==> src/design/raid5_block_read_recover_unit_macros.svh <==
// Assertion macros for the RAID5 block read recover unit
`ifndef RAID5_BLOCK_READ_RECOVER_UNIT_MACROS_SVH
`define RAID5_BLOCK_READ_RECOVER_UNIT_MACROS_SVH

`ifndef SYNTHESIS

// same-cycle implication
`define R5RR_ASSERT_IMP(name, ck, rs, ante, cons) \
  name: assert property (@(posedge ck) disable iff (rs) (ante) |-> (cons)) \
    else $error("r5rr assertion failed");

// next-cycle implication
`define R5RR_ASSERT_NXT(name, ck, rs, ante, cons) \
  name: assert property (@(posedge ck) disable iff (rs) (ante) |=> (cons)) \
    else $error("r5rr assertion failed");

`else

`define R5RR_ASSERT_IMP(name, ck, rs, ante, cons)
`define R5RR_ASSERT_NXT(name, ck, rs, ante, cons)

`endif

`endif

==> src/design/r5rr_pkg.sv <==
// Shared types and constants for the RAID5 block read recover unit
package r5rr_pkg;

  localparam int DISKS_W    = 5;
  localparam int BLK_W      = 11;
  localparam int MASK_W     = 16;
  localparam int MASK_IDX_W = $clog2(MASK_W);
  localparam int WORD_W     = 32;
  localparam int NUM_W      = 32;
  localparam int IDX_W      = 4;
  localparam int OFS_W      = 10;
  localparam int DIV_W      = DISKS_W + BLK_W;
  localparam int CFG_IDX_W  = 2;
  localparam int CFG_DATA_W = 16;

  localparam int DEF_MAX_DISKS       = 16;
  localparam int DEF_MAX_DISK_BLOCKS = 1024;

  localparam logic [DISKS_W-1:0] RST_DISK_COUNT    = 5'd2;
  localparam logic [BLK_W-1:0]   RST_STRIPE_BLOCKS = 11'd1;
  localparam logic [BLK_W-1:0]   RST_DISK_BLOCKS   = 11'd0;
  localparam logic [MASK_W-1:0]  RST_PRESENT_MASK  = 16'd0;

  typedef enum logic [CFG_IDX_W-1:0] {
    CFG_DISK_COUNT    = 2'd0,
    CFG_STRIPE_BLOCKS = 2'd1,
    CFG_DISK_BLOCKS   = 2'd2,
    CFG_PRESENT_MASK  = 2'd3
  } cfg_reg_t;

  typedef enum logic {
    OP_LOAD = 1'b0,
    OP_READ = 1'b1
  } op_t;

  typedef enum logic {
    STAT_OK      = 1'b0,
    STAT_UNAVAIL = 1'b1
  } status_t;

  typedef enum logic [3:0] {
    ST_IDLE,
    ST_PREP,
    ST_DIV_ROW,
    ST_DIV_LANE,
    ST_DIV_PHASE,
    ST_CHECK,
    ST_READ,
    ST_READ_WAIT,
    ST_SWEEP,
    ST_DRAIN,
    ST_FIN
  } seq_state_t;

  typedef struct packed {
    logic             start;
    logic [DIV_W-1:0] dividend;
    logic [DIV_W-1:0] divisor;
  } div_req_t;

  typedef struct packed {
    logic             busy;
    logic             done;
    logic [DIV_W-1:0] quotient;
    logic [DIV_W-1:0] remainder;
  } div_rsp_t;

endpackage

==> src/design/r5rr_div.sv <==
// Restoring divider, one quotient bit per cycle
module r5rr_div import r5rr_pkg::*; (
  input  logic     clk,
  input  logic     rst,
  input  div_req_t req,
  output div_rsp_t rsp
);

  localparam int CNT_W = $clog2(DIV_W + 1);

  logic             busy;
  logic             done;
  logic [CNT_W-1:0] count;
  logic [DIV_W-1:0] rem;
  logic [DIV_W-1:0] quo;
  logic [DIV_W-1:0] divisor;
  logic [DIV_W:0]   shifted;
  logic [DIV_W:0]   trial;

  always_comb begin
    shifted = {rem, quo[DIV_W-1]};
    trial   = shifted - {1'b0, divisor};
  end

  always_ff @(posedge clk) begin
    if (rst) begin
      busy  <= 1'b0;
      done  <= 1'b0;
      count <= '0;
    end else begin
      done <= 1'b0;
      if (req.start && !busy) begin
        busy  <= 1'b1;
        count <= CNT_W'(DIV_W);
      end else if (busy) begin
        count <= count - CNT_W'(1);
        if (count == CNT_W'(1)) begin
          busy <= 1'b0;
          done <= 1'b1;
        end
      end
    end
  end

  always_ff @(posedge clk) begin
    if (req.start && !busy) begin
      rem     <= '0;
      quo     <= req.dividend;
      divisor <= req.divisor;
    end else if (busy) begin
      if (!trial[DIV_W]) begin
        rem <= trial[DIV_W-1:0];
        quo <= {quo[DIV_W-2:0], 1'b1};
      end else begin
        rem <= shifted[DIV_W-1:0];
        quo <= {quo[DIV_W-2:0], 1'b0};
      end
    end
  end

  assign rsp.busy      = busy;
  assign rsp.done      = done;
  assign rsp.quotient  = quo;
  assign rsp.remainder = rem;

endmodule

==> config.mk <==
export PLATFORM = sky130hd
export DESIGN_NAME = r5rr_div
export DESIGN_NICKNAME = d
export VERILOG_FILES = /design/src/design/raid5_block_read_recover_unit_macros.svh /design/src/design/r5rr_pkg.sv /design/src/design/r5rr_div.sv
export SDC_FILE = /design/constraint.sdc
export NUM_CORES = 1
export LEC_CHECK = 0
export BUFFER_PORTS_ARGS = -buffer_cell sky130_fd_sc_hd__buf_2
export CORE_MARGIN = 3
export CORE_UTILIZATION = 54
export CTS_CLUSTER_SIZE = 40
export DETAILED_ROUTE_END_ITERATION = 12
export GPL_TIMING_DRIVEN = 0
export PLACE_DENSITY = 0.83
export SLEW_MARGIN = 25
export SYNTH_ARGS = -nofsm -noshare
export SYNTH_HDL_FRONTEND = slang
export SYNTH_SLANG_ARGS = --single-unit
==> constraint.sdc <==
create_clock -name clk -period 3.06 [get_ports clk]
set_input_delay 0.306 -clock clk [delete_from_list [all_inputs] [get_ports clk]]
set_output_delay 0.306 -clock clk [all_outputs]
set_load 0.05 [all_outputs]
Yosys cells after proc, flatten, opt, wreduce, memory -nomap -nowiden
Index checks and enable logic that the tools add are counted.
{ "classes": {"addsub": 2, "eq_ne": 1, "mux": 10, "bitwise": 1, "n_reduce_logical": 5} }
{ "op_table": {"columns": ["cell", "count"], "rows": [
  ["$mux W16", 3],
  ["$sub A17 B16 Y17", 1],
  ["$mux W5", 2],
  ["$eq A5 B1 Y1 const B", 1],
  ["$mux W1", 5],
  ["$sub A5 B1 Y5 const B", 1],
  ["$reduce_or A3 Y1", 1],
  ["$reduce_bool A2 Y1", 1],
  ["$reduce_or A2 Y1", 1],
  ["$logic_and A1 B1 Y1", 1],
  ["$logic_not A1 Y1", 1],
  ["$not A1 Y1", 1]
]} }
{ "totals": {"ff_bits": 55, "inputBits": 35, "output_inout_bits": 34, "elab_cells": 26} }

Logic depth before layout (Yosys ltp)
Gate-level depths: netlist of run 1.
{ "logic_depth": {"word_depth": 4, "ltp_mapped": 11, "ltp_nobuf": 10} }

Worst setup path before layout of run 1
Ideal clock, no wire load.
{ "synth_timing": {"kind": "reg-to-reg", "start": "register quo[15]", "end": "register rem[13]", "setup_time_ns": 0.116, "t_arrival_ns": 2.802, "required_ns": 2.944, "path_slack_ns": 0.143, "stages_incl_launch_ff": 12, "n_path_buf": 1, "period_less_slack_ns": 2.917, "path_cell_list": "edfxtp_1 inv_1 ha_1 fa_1 nor2b_4 o31a_1 o31a_1 o31a_1 or2_0 buf_2 a32o_1 a31o_1"} }
{ "synth_via": {"elab_chain_cells": 2} }
{ "synth_lines": {"columns": ["item", "line_no", "text"], "rows": [
  ["from (decl)", "r5rr_div.sv:15", "logic [DIV_W-1:0] quo;"],
  ["from (signal assigned)", "r5rr_div.sv:48", "quo <= req.dividend;"],
  ["from (signal assigned)", "r5rr_div.sv:53", "quo <= {quo[DIV_W-2:0], 1'b1};"],
  ["from (signal assigned)", "r5rr_div.sv:56", "quo <= {quo[DIV_W-2:0], 1'b0};"],
  ["$sub A17 B16 Y17", "r5rr_div.sv:22", "trial = shifted - {1'b0, divisor};"],
  ["$mux W16", "r5rr_div.sv:51", "if (!trial[DIV_W]) begin"],
  ["to (signal assigned)", "r5rr_div.sv:52", "rem <= trial[DIV_W-1:0];"],
  ["to (signal assigned)", "r5rr_div.sv:55", "rem <= shifted[DIV_W-1:0];"],
  ["to (decl)", "r5rr_div.sv:14", "logic [DIV_W-1:0] rem;"]
]} }
Every way passes these cells.
A chain may end at the register's enable or synchronous reset.

Worst setup path in the final report of run 1
Ends and elaborated chain as after synthesis.

==> flow_results.xml, run 1 <==
<?xml version="1.0" encoding="UTF-8"?>
<metrics>
  <group name="timing">
    <metric name="final.hold.worst_slack" unit="ns">0.158</metric>
    <metric name="timing.setup.tns" unit="ns">0</metric>
    <metric name="worst_pin_slew" unit="ns">0.660</metric>
    <metric name="achievable-frequency" unit="GHz">0.347</metric>
    <metric name="grt_setup_unrepaired" unit="">false</metric>
    <metric name="number_of_pins_exceeding_their_max_slew_limit_in_the_final_report" unit="">0</metric>
    <metric name="final_min_period_over_clock_period" unit="%">94.3</metric>
    <metric name="setup_viol" unit="">0</metric>
    <metric name="timing.slew.headroom" unit="%">55.8</metric>
    <metric name="final_hold_vios" unit="">0</metric>
    <metric name="setup_slack" unit="ns">0.175</metric>
    <metric name="clock_skew" unit="ns">0.00438</metric>
    <metric name="timing.final.crit_period" unit="ns">2.89</metric>
  </group>
  <group name="floorplanning">
    <metric name="top_level_ports" unit="">69</metric>
    <metric name="num_rows" unit="">26</metric>
    <metric name="die-width" unit="µm">80.5</metric>
    <metric name="start_util" unit="%">57.2</metric>
    <metric name="floorplan.core_area" unit="µm²">5240</metric>
    <metric name="die_span_y" unit="µm">80.5</metric>
    <metric name="die_footprint" unit="µm²">6480</metric>
  </group>
  <group name="worst_hold_path">
    <metric name="min-delay-path-class" unit="">in -&gt; reg</metric>
  </group>
  <group name="worst_setup_path">
    <metric name="critical_path_peak_fanout" unit="">7</metric>
    <metric name="cp.required" unit="ns">3.27</metric>
    <metric name="worstSetupEndpointType" unit="">flip-flop</metric>
    <metric name="critPathTopFamily" unit="">compound AO/OA/AOI/OAI gates</metric>
    <metric name="cpMaxStageDelayCell" unit="">edfxtp_1</metric>
    <metric name="timing_worst_setup_path_type" unit="">reg -&gt; reg</metric>
    <metric name="cp.arrival" unit="ns">3.10</metric>
    <metric name="cpPeakStageDelay" unit="ns">0.43</metric>
    <metric name="worst-path-buf-inv" unit="">2</metric>
    <metric name="cp-start-kind" unit="">flip-flop</metric>
    <metric name="timing.critical_path.cells" unit="">inv_1, ha_1, fa_1, nor2b_4, o31a_1, o31a_1, o31a_1, or2_0, buf_2, a32o_1, a31o_1</metric>
    <metric name="path_common_cell" unit="">o31a_1</metric>
  </group>
  <group name="clock_tree">
    <metric name="tritoncts_num_sinks" unit="">55</metric>
    <metric name="cts_htree_levels" unit="">2</metric>
    <metric name="ctsRootBufferMaster" unit="">clkbuf_8</metric>
    <metric name="cts_made_buffers" unit="">5</metric>
    <metric name="clock_latency" unit="ns">0.31</metric>
    <metric name="tritoncts" unit="">built</metric>
    <metric name="clk_pin_slew" unit="ns">0.10</metric>
    <metric name="cts.path.max_buffers" unit="">2</metric>
    <metric name="cts_post_setup_buffers_inserted" unit="">0</metric>
  </group>
  <group name="placement">
    <metric name="globalplace.congestion" unit="">0.862</metric>
    <metric name="port_buffers" unit="">67</metric>
    <metric name="dp_worst_setup_slack" unit="ns">0.203</metric>
    <metric name="place_hpwl" unit="mm">4.71</metric>
  </group>
  <group name="cells_and_area">
    <metric name="areaGrowthSynthToFinish" unit="%">17.3</metric>
    <metric name="multi_input_area" unit="µm²">1440</metric>
    <metric name="fillers" unit="">453</metric>
    <metric name="seqCellArea" unit="µm²">1420</metric>
    <metric name="antenna_cells_inserted" unit="">0</metric>
    <metric name="most-common-layout-cells" unit="">buf_2 (70), nand2_1 (35), edfxtp_1 (32), dfxtp_1 (23), inv_1 (21)</metric>
    <metric name="drive_gt1_share" unit="%">27.1</metric>
    <metric name="final_common_cell" unit="">buf_2</metric>
    <metric name="finish.utilization" unit="%">67.1</metric>
    <metric name="fin_nets" unit="">422</metric>
  </group>
  <group name="drt">
    <metric name="num_vias" unit="">2421</metric>
    <metric name="drtIter0Drc" unit="">138</metric>
    <metric name="maxUsedRoutingLayer" unit="">met4</metric>
    <metric name="antenna_violating_nets_post_route" unit="">0</metric>
    <metric name="met2_length" unit="mm">3.30</metric>
    <metric name="routed_met1_length" unit="mm">2.73</metric>
    <metric name="dr.pass1.iters" unit="">4</metric>
    <metric name="post_drt_via_cell_ratio" unit="">5.51</metric>
    <metric name="remaining_drc_errors" unit="">0</metric>
    <metric name="wire_per_inst" unit="µm">14.8</metric>
    <metric name="wl" unit="mm">6.51</metric>
    <metric name="routed_wire_length_on_met3" unit="µm">348</metric>
  </group>
  <group name="yosys">
    <metric name="synth_area_per_cell" unit="µm²">10.2</metric>
    <metric name="synth_edf_count" unit="">32</metric>
    <metric name="ys_seq_elements" unit="">55</metric>
    <metric name="synth_seq_area_share" unit="%">47.5</metric>
    <metric name="synthFlopType" unit="">edfxtp_1</metric>
    <metric name="postSynth.asyncResetShare" unit="%">0</metric>
    <metric name="ys_warn_count" unit="">0</metric>
    <metric name="syn_area" unit="µm²">3000</metric>
    <metric name="post_synth_inst_count" unit="">294</metric>
    <metric name="net_count_synth" unit="">348</metric>
    <metric name="synth.lib_cells_used.distinct" unit="">44</metric>
  </group>
  <group name="global_routing">
    <metric name="grt_start_max_net_pins" unit="">26</metric>
    <metric name="grt-ovfl-total" unit="">0</metric>
    <metric name="grt_first_pass_wirelength" unit="mm">10.5</metric>
    <metric name="number_of_global_route_vias_before_repair" unit="">2303</metric>
    <metric name="globalRouteTotalUtil" unit="%">21.0</metric>
    <metric name="number_of_antenna_violations_at_the_first_check_in_global_routing" unit="">0</metric>
  </group>
  <group name="status">
    <metric name="outcome" unit="">finished, final reports clean</metric>
  </group>
  <group name="power">
    <metric name="power.ir.vdd_worst" unit="mV">0.316</metric>
    <metric name="static-leakage-power" unit="nW">1.54</metric>
    <metric name="power_density_of_the_placed_cells" unit="nW/µm²">478</metric>
    <metric name="post-layout-total-power" unit="mW">1.68</metric>
  </group>
  <group name="run">
    <metric name="maxCapViolCount" unit="">0</metric>
  </group>
</metrics>
metal layers:
layer	global-route usage [%]	vias up
met5	0	-
met4	8.11	0
met3	3.48	13
met2	35.5	74
met1	26.7	1128
li1	-	1206
logic make-up (layout without fill, tap and decap cells):
kind of cell,count (synthesis),count (layout),share of synthesized area [%]
compound gates,74,74,16.6
xor+xnor,16,16,4.68
simple gates,81,81,12.8
mux,15,15,5.64
flops,55,55,47.5
fa+ha+maj,19,19,8.19
buf+inv,34,109,4.64
flip-flops by register name, indices dropped and copies added, names as in the netlist:
register	flops
count	5
quo	16
rem	16
divisor	16
done	1
busy	1
worst paths after layout:
path | from | endpoint | slack [ns] | depth (start not counted)
max reg2reg | quo[15] | rem[13] | 0.17 | 11
min reg2reg | rem[10] | rem[10] | 0.52 | 2
min | req[3] | divisor[3] | 0.16 | 1
max | quo[15] | rem[13] | 0.17 | 11
cells in the mapped netlist, drive strengths merged (5+ instances only):
cell / instances / share of area, %
nor2: 16 / 2.0
ha: 18 / 7.5
nand2: 35 / 4.4
dfxtp: 23 / 15
mux2: 15 / 5.6
inv: 21 / 2.6
xnor2: 8 / 2.3
xor2: 8 / 2.3
o211ai: 13 / 3.3
nand3: 11 / 1.8
edfxtp: 32 / 32
clkbuf: 8 / 1.0
a21oi: 17 / 2.8
buf: 5 / 1.0
o21ai: 15 / 2.5
through the flow:
stage          cell area, µm²  cells
2_1_floorplan            3000    294
3_3_place_gp             3420    431
3_5_place_dp             3420    431
4_1_cts                  3510    439
5_1_grt                  3510    439
6_report                 3510    439
area by class of cell:
type	count	area share [%]
Tap cell	70	2.49
Clock buffer	5	1.96
Inverter	21	2.24
Buffer	13	1.75
Sequential cell	55	40.5
Clock inverter	3	0.641
Multi-Input combinational cell	205	40.9
Timing Repair Buffer	67	9.54
where the power goes:
part | total [mW] | switching [mW] | internal [mW]
Clock | 0.422 | 0.256 | 0.166
Combinational | 0.383 | 0.254 | 0.129
Sequential | 0.876 | 0.0294 | 0.846
repair_timing:
| item | 4_1_cts | 5_1_grt |
|---|---|---|
| resized for setup | 0 | 1 |
| setup endpoints to repair | 0 | 8 |
| hold buffers | 0 | 0 |
(Power assumes the default switching activity.)
==> run 2, diff against run 1 <==
Settings changed: CELL_PAD_IN_SITES_DETAIL_PLACEMENT set to 1, CELL_PAD_IN_SITES_GLOBAL_PLACEMENT set to 1, CORE_UTILIZATION 54 to 41, PLACE_DENSITY 0.83 to 0.82, REMOVE_ABC_BUFFERS set to 1.
==> run 2 against run 1 <==
Die area rose by 29%. Clock power fell by 5.2%. Final area rose by 0.21%. Sequential share of layout area fell by 0.051 points. Critical path depth fell by 1. Critical endpoint unchanged. Highest routed layer unchanged.
==> flow_results.xml, run 2 (same netlist as run 1, synthesis figures left out) <==
<?xml version="1.0" encoding="UTF-8"?>
<metrics>
  <group name="run">
    <metric name="maxCapViolCount" unit="">0</metric>
  </group>
  <group name="global_routing">
    <metric name="grt_start_max_net_pins" unit="">44</metric>
    <metric name="grt_use_met2" unit="%">29.8</metric>
    <metric name="number_of_antenna_violations_at_the_first_check_in_global_routing" unit="">0</metric>
    <metric name="grt.met3_usage" unit="%">5.22</metric>
    <metric name="grt_busiest_layer" unit="">met2</metric>
    <metric name="globalRouteTotalUtil" unit="%">17.5</metric>
    <metric name="grtUsageMet1" unit="%">21.7</metric>
    <metric name="number_of_global_route_vias_before_repair" unit="">2523</metric>
    <metric name="grt_first_pass_wirelength" unit="mm">12.0</metric>
    <metric name="grt-ovfl-total" unit="">0</metric>
  </group>
  <group name="floorplanning">
    <metric name="die_span_y" unit="µm">91.5</metric>
    <metric name="die_footprint" unit="µm²">8370</metric>
    <metric name="top_level_ports" unit="">69</metric>
    <metric name="floorplan.core_area" unit="µm²">6940</metric>
    <metric name="num_rows" unit="">30</metric>
    <metric name="start_util" unit="%">43.1</metric>
    <metric name="die-width" unit="µm">91.5</metric>
  </group>
  <group name="timing">
    <metric name="final_hold_vios" unit="">0</metric>
    <metric name="final_min_period_over_clock_period" unit="%">92.6</metric>
    <metric name="achievable-frequency" unit="GHz">0.353</metric>
    <metric name="timing.final.crit_period" unit="ns">2.83</metric>
    <metric name="worst_pin_slew" unit="ns">0.870</metric>
    <metric name="clock_skew" unit="ns">0.00859</metric>
    <metric name="grt_setup_unrepaired" unit="">false</metric>
    <metric name="number_of_pins_exceeding_their_max_slew_limit_in_the_final_report" unit="">0</metric>
    <metric name="setup_viol" unit="">0</metric>
    <metric name="timing.slew.headroom" unit="%">41.9</metric>
  </group>
  <group name="worst_hold_path">
    <metric name="worstHoldEndpoint" unit="">divisor[1]</metric>
    <metric name="min-delay-path-class" unit="">in -&gt; reg</metric>
    <metric name="hold_critical_path_depth" unit="">1</metric>
    <metric name="holdCritStartpoint" unit="">req[1]</metric>
  </group>
  <group name="worst_setup_path">
    <metric name="timing_worst_setup_path_type" unit="">reg -&gt; reg</metric>
    <metric name="cpPeakStageDelay" unit="ns">0.42</metric>
    <metric name="timing.reg2reg.setup_slack" unit="ns">0.23</metric>
    <metric name="origin_of_the_critical_flop_to_flop_path" unit="">quo[15]</metric>
    <metric name="cp-start-kind" unit="">flip-flop</metric>
    <metric name="cpMaxStageDelayCell" unit="">edfxtp_1</metric>
    <metric name="r2r.worst_path.cells" unit="">10</metric>
    <metric name="worstSetupEndpointType" unit="">flip-flop</metric>
    <metric name="reg2reg_to" unit="">rem[13]</metric>
    <metric name="timing.critical_path.cells" unit="">inv_1, ha_1, fa_1, nor2b_4, o31a_1, o31a_1, o31a_1, or2_4, a32o_1, a31o_1</metric>
    <metric name="path_common_cell" unit="">o31a_1</metric>
    <metric name="cp.required" unit="ns">3.27</metric>
    <metric name="timing.critical_path.from" unit="">quo[15]</metric>
    <metric name="critical_path_peak_fanout" unit="">7</metric>
    <metric name="cp.arrival" unit="ns">3.05</metric>
  </group>
  <group name="cells_and_area">
    <metric name="final_cells" unit="">454</metric>
    <metric name="multi_input_area" unit="µm²">1460</metric>
    <metric name="most-common-layout-cells" unit="">buf_2 (68), nand2_1 (35), edfxtp_1 (32), dfxtp_1 (22), inv_1 (21)</metric>
    <metric name="drive_gt1_share" unit="%">27.4</metric>
    <metric name="fin_nets" unit="">411</metric>
    <metric name="largest_registers" unit="">divisor: 16 flops, quo: 16 flops, rem: 16 flops</metric>
    <metric name="antenna_cells_inserted" unit="">0</metric>
    <metric name="finish.utilization" unit="%">50.7</metric>
    <metric name="seqCellArea" unit="µm²">1420</metric>
    <metric name="areaGrowthSynthToFinish" unit="%">17.5</metric>
    <metric name="fillers" unit="">809</metric>
    <metric name="final_common_cell" unit="">buf_2</metric>
  </group>
  <group name="drt">
    <metric name="drtIter0Drc" unit="">90</metric>
    <metric name="antenna_violating_nets_post_route" unit="">0</metric>
    <metric name="wl" unit="mm">6.99</metric>
    <metric name="wire_per_inst" unit="µm">15.4</metric>
    <metric name="post_drt_via_cell_ratio" unit="">5.21</metric>
    <metric name="remaining_drc_errors" unit="">0</metric>
    <metric name="num_vias" unit="">2365</metric>
    <metric name="dr.pass1.iters" unit="">4</metric>
  </group>
  <group name="power">
    <metric name="power.ir.vdd_worst" unit="mV">0.322</metric>
    <metric name="static-leakage-power" unit="nW">1.52</metric>
    <metric name="power_density_of_the_placed_cells" unit="nW/µm²">473</metric>
    <metric name="post-layout-total-power" unit="mW">1.67</metric>
  </group>
  <group name="clock_tree">
    <metric name="ctsRootBufferMaster" unit="">clkbuf_8</metric>
    <metric name="cts_made_buffers" unit="">5</metric>
    <metric name="tritoncts_num_sinks" unit="">55</metric>
    <metric name="clk_pin_slew" unit="ns">0.10</metric>
    <metric name="cts_post_setup_buffers_inserted" unit="">0</metric>
    <metric name="cts_htree_levels" unit="">2</metric>
    <metric name="clock_latency" unit="ns">0.31</metric>
    <metric name="tritoncts" unit="">built</metric>
    <metric name="cts.path.max_buffers" unit="">2</metric>
    <metric name="number_of_hold_buffers_added_after_cts" unit="">0</metric>
  </group>
  <group name="placement">
    <metric name="place_inst" unit="">446</metric>
    <metric name="port_buffers" unit="">68</metric>
    <metric name="globalplace.congestion" unit="">0.784</metric>
    <metric name="place_hpwl" unit="mm">5.18</metric>
  </group>
  <group name="status">
    <metric name="outcome" unit="">finished, final reports clean</metric>
  </group>
</metrics>
-- run 2: cell types whose count changed in the layout (fill, tap and decap cells not counted), moves of 2 or more --
cell / delta
buf_2: -2
buf_4: -2
clkbuf_1: -7
clkinv_1: +2
inv_6: -2
-- run 2: through the flow --
step	hold slack [ns]	worst slack, ns	setup TNS, ns	instance area, µm²
floorplan	0.378	-0.102	-2.34	2940
global placement	0.483	-0.865	-28.88	3400
detailed placement	0.485	0.0154	0	3430
CTS	0.153	0.0604	0	3520
global route	0.150	0.0690	0	3520
finish	0.162	0.227	0	3520
-- run 2: routing by layer --
layer  wire [µm]  vias to the layer above
li1            -                     1181
met1        3070                     1122
met2        3370                       56
met3         490                        6
met4          67                        0
met5           0                        -
-- run 2: layout make-up --
type                            instances  share of cell area (%)
Sequential cell                        55                    40.4
Tap cell                               96                    3.41
Timing Repair Buffer                   69                    10.2
Inverter                               21                    2.24
Clock inverter                          3                   0.426
Clock buffer                            5                    1.95
Multi-Input combinational cell        205                    41.3
-- run 2: where the power goes --
part	internal [mW]	total (mW)	switching, mW
Sequential	0.847	0.889	0.0425
Clock	0.156	0.400	0.244
Combinational	0.130	0.376	0.246
-- run 2: worst max path at each step --
stage                   end  slack, ns  cells past startpoint
detailed placement  rem[11]       0.02                     10
floorplan           rem[10]      -0.10                     10
finish              rem[13]       0.23                     10
CTS                 rem[13]       0.06                     10
global route         rem[8]       0.07                     10
global placement    quo[10]      -0.86                      2
-- run 2: repair_timing --
item | CTS | global route
endpoints found under the setup margin | 11 | 6
resized for setup | 1 | 2
pin swaps | 0 | 0
-- run 2: worst max-delay path, delay by kind of cell, from the launching register on --
family	cells	cell delay (ns)
buf+inv	1	0.08
compound gates	5	1.43
flops	1	0.42
fa+ha+maj	2	0.43
simple gates	2	0.38
==> run 3, diff against run 2 <==
Settings changed: CAP_MARGIN set to 10, GPL_TIMING_DRIVEN 0 to not set.
==> run 3 against run 2 <==
Combinational power grew 3%. Clock power grew 26%. Setup slack lost 0.027 ns. Largest cell class unchanged. Largest power group unchanged. Highest routed layer unchanged.
==> flow_results.xml, run 3 (same netlist as run 1, synthesis figures left out) <==
<?xml version="1.0" encoding="UTF-8"?>
<metrics>
  <group name="status">
    <metric name="outcome" unit="">finished, final reports clean</metric>
  </group>
  <group name="timing">
    <metric name="grt_setup_unrepaired" unit="">false</metric>
    <metric name="worst_pin_slew" unit="ns">0.971</metric>
    <metric name="number_of_pins_exceeding_their_max_slew_limit_in_the_final_report" unit="">0</metric>
    <metric name="achievable-frequency" unit="GHz">0.350</metric>
    <metric name="setup_slack" unit="ns">0.200</metric>
    <metric name="final_min_period_over_clock_period" unit="%">93.5</metric>
    <metric name="timing.setup.tns" unit="ns">0</metric>
    <metric name="final_hold_vios" unit="">0</metric>
    <metric name="timing.final.crit_period" unit="ns">2.86</metric>
    <metric name="final.hold.worst_slack" unit="ns">0.164</metric>
    <metric name="clock_skew" unit="ns">0.00501</metric>
    <metric name="timing.slew.headroom" unit="%">35.0</metric>
    <metric name="setup_viol" unit="">0</metric>
  </group>
  <group name="cells_and_area">
    <metric name="fin_nets" unit="">416</metric>
    <metric name="areaGrowthSynthToFinish" unit="%">18.9</metric>
    <metric name="largest_registers" unit="">divisor: 16 flops, quo: 16 flops, rem: 16 flops</metric>
    <metric name="seqCellArea" unit="µm²">1420</metric>
    <metric name="most-common-layout-cells" unit="">buf_2 (68), nand2_1 (35), edfxtp_1 (32), dfxtp_1 (23), inv_1 (21)</metric>
    <metric name="drive_gt1_share" unit="%">27.8</metric>
    <metric name="final_cells" unit="">459</metric>
    <metric name="fillers" unit="">811</metric>
    <metric name="finish.utilization" unit="%">51.3</metric>
    <metric name="antenna_cells_inserted" unit="">0</metric>
    <metric name="multi_input_area" unit="µm²">1440</metric>
    <metric name="final_common_cell" unit="">buf_2</metric>
    <metric name="layout.cell_area.non_filler" unit="µm²">3560</metric>
  </group>
  <group name="power">
    <metric name="power.ir.vdd_worst" unit="mV">0.258</metric>
    <metric name="share_seq_of_total_power" unit="%">49.5</metric>
    <metric name="sw_frac_of_total" unit="%">29.8</metric>
    <metric name="static-leakage-power" unit="nW">1.56</metric>
    <metric name="p_switching" unit="mW">0.527</metric>
    <metric name="cell_internal_pwr" unit="mW">1.24</metric>
    <metric name="power_density_of_the_placed_cells" unit="nW/µm²">497</metric>
    <metric name="clockPowerShare" unit="%">28.6</metric>
    <metric name="post-layout-total-power" unit="mW">1.77</metric>
    <metric name="power_frac_comb" unit="%">21.9</metric>
  </group>
  <group name="placement">
    <metric name="place_inst" unit="">451</metric>
    <metric name="dp_worst_setup_slack" unit="ns">0.203</metric>
    <metric name="globalplace.congestion" unit="">0.768</metric>
    <metric name="post_dp_cell_area" unit="µm²">3440</metric>
    <metric name="place_hpwl" unit="mm">5.32</metric>
    <metric name="port_buffers" unit="">68</metric>
  </group>
  <group name="drt">
    <metric name="dr.pass1.iters" unit="">4</metric>
    <metric name="wl" unit="mm">7.04</metric>
    <metric name="remaining_drc_errors" unit="">0</metric>
    <metric name="wire_per_inst" unit="µm">15.3</metric>
    <metric name="drtIter0Drc" unit="">87</metric>
    <metric name="num_vias" unit="">2395</metric>
    <metric name="antenna_violating_nets_post_route" unit="">0</metric>
    <metric name="post_drt_via_cell_ratio" unit="">5.22</metric>
  </group>
  <group name="clock_tree">
    <metric name="cts_htree_levels" unit="">2</metric>
    <metric name="cts_post_setup_buffers_inserted" unit="">0</metric>
    <metric name="cts.path.max_buffers" unit="">2</metric>
    <metric name="number_of_hold_buffers_added_after_cts" unit="">0</metric>
    <metric name="clock_latency" unit="ns">0.31</metric>
    <metric name="ctsRootBufferMaster" unit="">clkbuf_8</metric>
    <metric name="ctsResizeCount" unit="">0</metric>
    <metric name="tritoncts" unit="">built</metric>
    <metric name="tritoncts_num_sinks" unit="">55</metric>
    <metric name="cts_made_buffers" unit="">5</metric>
    <metric name="clk_pin_slew" unit="ns">0.10</metric>
  </group>
  <group name="worst_setup_path">
    <metric name="cp.required" unit="ns">3.26</metric>
    <metric name="critPathTopFamily" unit="">compound AO/OA/AOI/OAI gates</metric>
    <metric name="cpMaxStageDelayCell" unit="">edfxtp_1</metric>
    <metric name="cp-start-kind" unit="">flip-flop</metric>
    <metric name="timing.critical_path.cells" unit="">inv_1, ha_1, fa_1, nor2b_4, o31a_1, o31a_1, o31a_1, or2_0, and3_4, a221o_1</metric>
    <metric name="cpPeakStageDelay" unit="ns">0.41</metric>
    <metric name="timing.reg2reg.setup_slack" unit="ns">0.20</metric>
    <metric name="cp.arrival" unit="ns">3.06</metric>
    <metric name="timing_worst_setup_path_type" unit="">reg -&gt; reg</metric>
    <metric name="critical_path_peak_fanout" unit="">7</metric>
    <metric name="path_common_cell" unit="">o31a_1</metric>
    <metric name="worst-path-buf-inv" unit="">1</metric>
    <metric name="worstSetupEndpointType" unit="">flip-flop</metric>
  </group>
  <group name="floorplanning">
    <metric name="die_span_y" unit="µm">91.5</metric>
    <metric name="floorplan.core_area" unit="µm²">6940</metric>
    <metric name="die_footprint" unit="µm²">8370</metric>
    <metric name="num_rows" unit="">30</metric>
    <metric name="top_level_ports" unit="">69</metric>
    <metric name="die-width" unit="µm">91.5</metric>
    <metric name="start_util" unit="%">43.1</metric>
  </group>
  <group name="global_routing">
    <metric name="globalRouteTotalUtil" unit="%">17.6</metric>
    <metric name="grt_start_max_net_pins" unit="">43</metric>
    <metric name="number_of_global_route_vias_before_repair" unit="">2529</metric>
    <metric name="grt_first_pass_wirelength" unit="mm">12.0</metric>
    <metric name="number_of_antenna_violations_at_the_first_check_in_global_routing" unit="">0</metric>
    <metric name="grt-ovfl-total" unit="">0</metric>
  </group>
  <group name="worst_hold_path">
    <metric name="min-delay-path-class" unit="">in -&gt; reg</metric>
  </group>
  <group name="run">
    <metric name="maxCapViolCount" unit="">0</metric>
  </group>
</metrics>
run 3: changes by cell type in the layout (fill, tap and decap cells not counted), sizes merged:
cell      previous run  this run
buf                 69        74
bufinv               0         1
clkbuf               5         6
clkinv               2         1
clkinvlp             1         0
run 3: layout make-up:
type	instances	share of cell area (%)
clock inverters	2	0.984
well taps	96	3.37
repair buffers	74	10.8
inverters	21	2.21
clock buffers	6	2.32
flip-flops and latches	55	39.9
multi-input cells	205	40.4
run 3: path summary, 6_finish.rpt:
kind / cells after the start / from / end
max: 10 / quo[15] / rem[14]
min: 1 / req[2] / divisor[2]
max reg2reg: 10 / quo[15] / rem[14]
min reg2reg: 2 / rem[8] / rem[8]
run 3: power groups by stage:
stage                     logic, mW  registers, mW  clock network (mW)
after detailed placement      0.390          0.893                   0
after global routing          0.425          0.885               0.556
final                         0.387          0.876               0.505
after CTS                     0.392          0.878               0.517
after floorplan               0.159           1.01                   0
after global placement        0.382          0.890                   0
run 3: per-layer routing:
| layer | wire, µm | global-route usage (%) |
|---|---|---|
| met1 | 3080 | 21.5 |
| met2 | 3380 | 29.9 |
| met3 | 494 | 5.30 |
| met4 | 85 | 4.90 |
| met5 | 0 | 0 |
